### src/spi_pkg.sv
package spi_pkg;

    localparam int COORD_BITS = 16;
    localparam int FRAC_BITS  = 16;
    localparam int FIX_BITS   = 32;
    localparam int QDEPTH     = 4;

    // Exact widths of the line equation terms
    localparam int DIFW = COORD_BITS + 1;
    localparam int CW   = 2 * COORD_BITS + 2;
    localparam int DETW = 2 * COORD_BITS + 3;
    localparam int PRW  = CW + DIFW;
    localparam int DXW  = PRW + 1;
    localparam int NW   = DXW + FRAC_BITS;
    localparam int QW   = NW + 1;

    localparam logic [1:0] STAT_NONE    = 2'd0;
    localparam logic [1:0] STAT_CROSS   = 2'd1;
    localparam logic [1:0] STAT_OVERLAP = 2'd2;

    typedef logic signed [COORD_BITS-1:0] t_coord;
    typedef logic signed [FIX_BITS-1:0]   t_fix;
    typedef logic signed [DIFW-1:0]       t_diff;
    typedef logic signed [CW-1:0]         t_cval;
    typedef logic signed [DETW-1:0]       t_det;
    typedef logic signed [PRW-1:0]        t_prod;
    typedef logic signed [DXW-1:0]        t_dx;
    typedef logic signed [NW-1:0]         t_num;
    typedef logic signed [QW-1:0]         t_q;
    typedef logic [DETW+NW-1:0]           t_aq;

    typedef struct packed {
        t_coord first_start_x;
        t_coord first_start_y;
        t_coord first_end_x;
        t_coord first_end_y;
        t_coord second_start_x;
        t_coord second_start_y;
        t_coord second_end_x;
        t_coord second_end_y;
    } t_seg_pair;

    typedef struct packed {
        logic [1:0] status;
        t_fix       cross_x;
        t_fix       cross_y;
        t_coord     overlap_start_x;
        t_coord     overlap_start_y;
        t_coord     overlap_end_x;
        t_coord     overlap_end_y;
    } t_result;

    typedef struct packed {
        logic      is_cross;
        t_diff     a1;
        t_diff     b1;
        t_diff     a2;
        t_diff     b2;
        t_cval     c1;
        t_cval     c2;
        t_det      det;
        t_seg_pair pts;
        t_result   rslt;
    } t_job;

    typedef struct packed {
        logic      is_cross;
        logic      neg_x;
        logic      neg_y;
        t_seg_pair pts;
        t_result   rslt;
    } t_side;

endpackage

### src/spi_fifo.sv
module spi_fifo import spi_pkg::*; (
    input  logic i_clk,
    input  logic i_rst_n,
    input  logic i_push,
    input  t_job i_data,
    output logic o_full,
    input  logic i_pop,
    output t_job o_data,
    output logic o_empty
);

    localparam int AW = $clog2(QDEPTH);

    t_job          r_mem [QDEPTH];
    logic [AW-1:0] r_wr;
    logic [AW-1:0] r_rd;
    logic [AW:0]   r_cnt;

    assign o_full  = (r_cnt == (AW+1)'(QDEPTH));
    assign o_empty = (r_cnt == '0);
    assign o_data  = r_mem[r_rd];

    always_ff @(posedge i_clk) begin
        if (!i_rst_n) begin
            r_wr  <= '0;
            r_rd  <= '0;
            r_cnt <= '0;
        end else begin
            if (i_push) begin
                r_wr <= r_wr + 1'b1;
            end
            if (i_pop) begin
                r_rd <= r_rd + 1'b1;
            end
            unique case ({i_push, i_pop})
                2'b10:   r_cnt <= r_cnt + 1'b1;
                2'b01:   r_cnt <= r_cnt - 1'b1;
                default: r_cnt <= r_cnt;
            endcase
        end
    end

    always_ff @(posedge i_clk) begin
        if (i_push) begin
            r_mem[r_wr] <= i_data;
        end
    end

endmodule

### config.mk
export PLATFORM = sky130hd
export DESIGN_NAME = spi_fifo
export DESIGN_NICKNAME = d
export VERILOG_FILES = /design/src/spi_pkg.sv /design/src/spi_fifo.sv
export SDC_FILE = /design/constraint.sdc
export NUM_CORES = 1
export LEC_CHECK = 0
export BUFFER_PORTS_ARGS = -buffer_cell sky130_fd_sc_hd__clkbuf_2
export CORE_UTILIZATION = 52
export DETAILED_ROUTE_END_ITERATION = 6
export PLACE_DENSITY_LB_ADDON = 0.2
export RECOVER_POWER = 100
export SLEW_MARGIN = 10
export SYNTH_ARGS = -nofsm -noshare
export SYNTH_HDL_FRONTEND = slang
export SYNTH_SLANG_ARGS = --single-unit
export TNS_END_PERCENT = 30
### constraint.sdc
create_clock -name i_clk -period 10.9 [get_ports i_clk]
set_clock_uncertainty 0.05 [all_clocks]
set_input_delay 1.09 -clock i_clk [delete_from_list [all_inputs] [get_ports i_clk]]
set_output_delay 1.09 -clock i_clk [all_outputs]
set_load 0.02 [all_outputs]
==> results.cfg <==
[setup_path]
reg2reg_to = r_mem[0][356]
crit_required_ns = 11.10
cp-end-kind = register
startpoint_type = primary input
critPathArrivalTime_ns = 8.00
r2r-start = r_wr[0]
ff2ff_path_depth = 5
cp_max_fo = 154
r2r_slack_ns = 3.20
critPathKind = in -> reg

[global_routing]
overflow = 0
grt_pass1_vias = 29354
grt_pass1_wl_um = 195000
antenna_found_initial = 50
grt_usage_pct = 22.2
grt_max_degree = 170

[floorplanning]
core_area_um2 = 120000
ioPinCount = 866
fp.dieW_um = 350
start_util_pct = 52.5
chipHeight_um = 350
rows = 127
die_area_um2 = 122000

[timing]
fmax_mhz = 128
relSlewSlack_pct = -224
finalCritPeriodShare_pct = 71.5
min_period_ns = 7.80
tns_ns = 0
rsz0062_at_grt = false
max_slew.worst_pin.slew_ns = 4.85
setup_viol = 0
hold_viol_final = 0
drv_slew = 980

[run_status]
violations = capacitance limit, slew limit
status = finished, violations left

[synth]
ys_ff_latch = 1729
avgSynthCellArea_um2 = 27.5
synth_cell_type_count = 22
yosysTopAreaCellShare_pct = 82.1
synth_cells = 2292
post-synth-top-area-cell = edfxtp_1
syn_area_um2 = 62900
yosysSeqAreaShare_pct = 82.4
ys_top_cells_by_area = edfxtp_1 82%, mux4_2 15%, buf_12 1.4%
syn-num-nets = 2732
synth_warnings = 0

[clocking]
cts.clk_slew.worst_paths_ns = 0.05
cts_buffers = 172
cts_buffer_depth = 3
cts.htree.levels = 4
clockRootBuffer = clkbuf_16
cts_hold_buffers = 0
cts.sinks = 1729
insertion_delay_ns = 0.77
cts_tree = done
post_cts_buffers = 0
cts_resized = 0

[cells_and_area]
area_growth_pct = 15.6
multiInputGateArea_um2 = 9930
drive_gt1_share_pct = 20.3
ff_latch_area_um2 = 51800
fillers = 8531
fin_nets = 3703

[min_path]
worstHoldStart = r_cnt[2]
hold_path_class = reg -> reg
hold_end = r_cnt[2]
hold_path_depth = 2

[placement]
gp_congestion = 0.794
port_buffers = 865
hpwl_um = 86600

[detailed_routing]
final_antenna_net_count = 0
wirelength_um = 137000
viasPerCell = 5.61
drt_iter0_drc = 2028
drc = 0
first_pass_iters = 7
vias = 28213
wl_per_cell_um = 27.3

[power]
ir_worst_vdd_v = 0.000162
power_density_nw_per_um2 = 205
report.power.total_w = 0.0149
p_leak_nw = 22.2

[job]
drv_cap = 15
## worst max-delay path by stage
| stage | startpoint | endpoint | slack [ns] | depth (start not counted) |
|---|---|---|---|---|
| floorplan | i_push | r_mem[1][0] | -0.75 | 1 |
| global placement | register | o_data[138] | 6.05 | 4 |
| detailed placement | register | o_data[138] | 6.05 | 4 |
| CTS | register | o_data[138] | 5.16 | 4 |
| global route | i_push | r_mem[0][357] | 2.54 | 4 |
| finish | i_push | r_mem[0][356] | 3.10 | 4 |
## sequential cells by signal (all words and copies together) (netlist names), named ones only
| name | flops |
|---|---|
| r_mem | 1720 |
| r_wr | 2 |
| r_cnt | 3 |
| r_rd | 2 |
## critical path: stages
cell and delay [ns]:
clkbuf_1 0.27, and2_0 2.19, buf_12 0.70, clkbuf_1 3.44
## logic make-up after synthesis
logic type | after synthesis | synth area share, %
flops | 1729 | 82.4
mux | 431 | 15.4
buf+inv | 102 | 1.86
simple gates | 16 | 0.149
fa+ha+maj | 6 | 0.131
xor+xnor | 5 | 0.0696
compound gates | 3 | 0.0278
## per-stage QoR
| stage | instances | instance area (um^2) | util [%] | hold WS, ns | setup WS (ns) |
|---|---|---|---|---|---|
| 6_report | 5029 | 72800 | 60.7 | 0.489 | 3.10 |
| 3_3_place_gp | 4701 | 68500 | 57.1 | 0.432 | 6.05 |
| 3_5_place_dp | 4701 | 68500 | 57.1 | 0.474 | 6.05 |
| 4_1_cts | 5009 | 73900 | 61.6 | 0.384 | 5.16 |
| 2_1_floorplan | 2292 | 62900 | - | 0.423 | -0.751 |
| 5_1_grt | 5023 | 72800 | 60.6 | 0.463 | 2.54 |
## synth_stat cells
master,number
clkbuf_1,7
a21boi_0,1
buf_6,1
nor2b_1,1
edfxtp_1,1720
mux2i_1,1
buf_2,41
xnor2_1,2
mux4_2,430
o21ai_0,2
and2_1,10
fa_1,1
buf_4,3
and3_1,1
xor2_1,3
nor3_1,1
or3_1,1
ha_1,5
nand2_1,2
buf_12,44
inv_1,6
dfxtp_1,9
## layer usage
| metal | routed length [um] | track usage (%) | part of all wire (%) |
|---|---|---|---|
| met1 | 49200 | 26.4 | 36 |
| met2 | 70700 | 36.8 | 52 |
| met3 | 12100 | 8.03 | 8.8 |
| met4 | 4770 | 9.20 | 3.5 |
| met5 | 384 | 0 | 0.28 |
## cell usage in the layout (no fill, tap or decap), types with 10 or more instances in the layout
master,n
clkbuf_1,908
edfxtp_1,1720
clkinv_2,28
clkbuf_16,177
clkbuf_2,10
bufinv_16,11
mux4_2,430
buf_4,11
clkinv_1,34
diode_2,20
## cell type report
cell class / count / share of cell area, %
diodes: 20 / 0.0688
clock buffers: 220 / 6.31
clock inverters: 88 / 1.11
inverters: 6 / 0.0309
multi-input cells: 461 / 13.6
flip-flops and latches: 1729 / 71.2
well taps: 1612 / 2.77
repair buffers: 893 / 4.84
## power by group
part / switching, W / total [W] / internal (W)
sequential: 0.0000802 / 0.00775 / 0.00767
clock: 0.00239 / 0.00563 / 0.00324
combinational: 0.00101 / 0.00152 / 0.000514
Note: power is estimated with default switching activity, not from simulation.
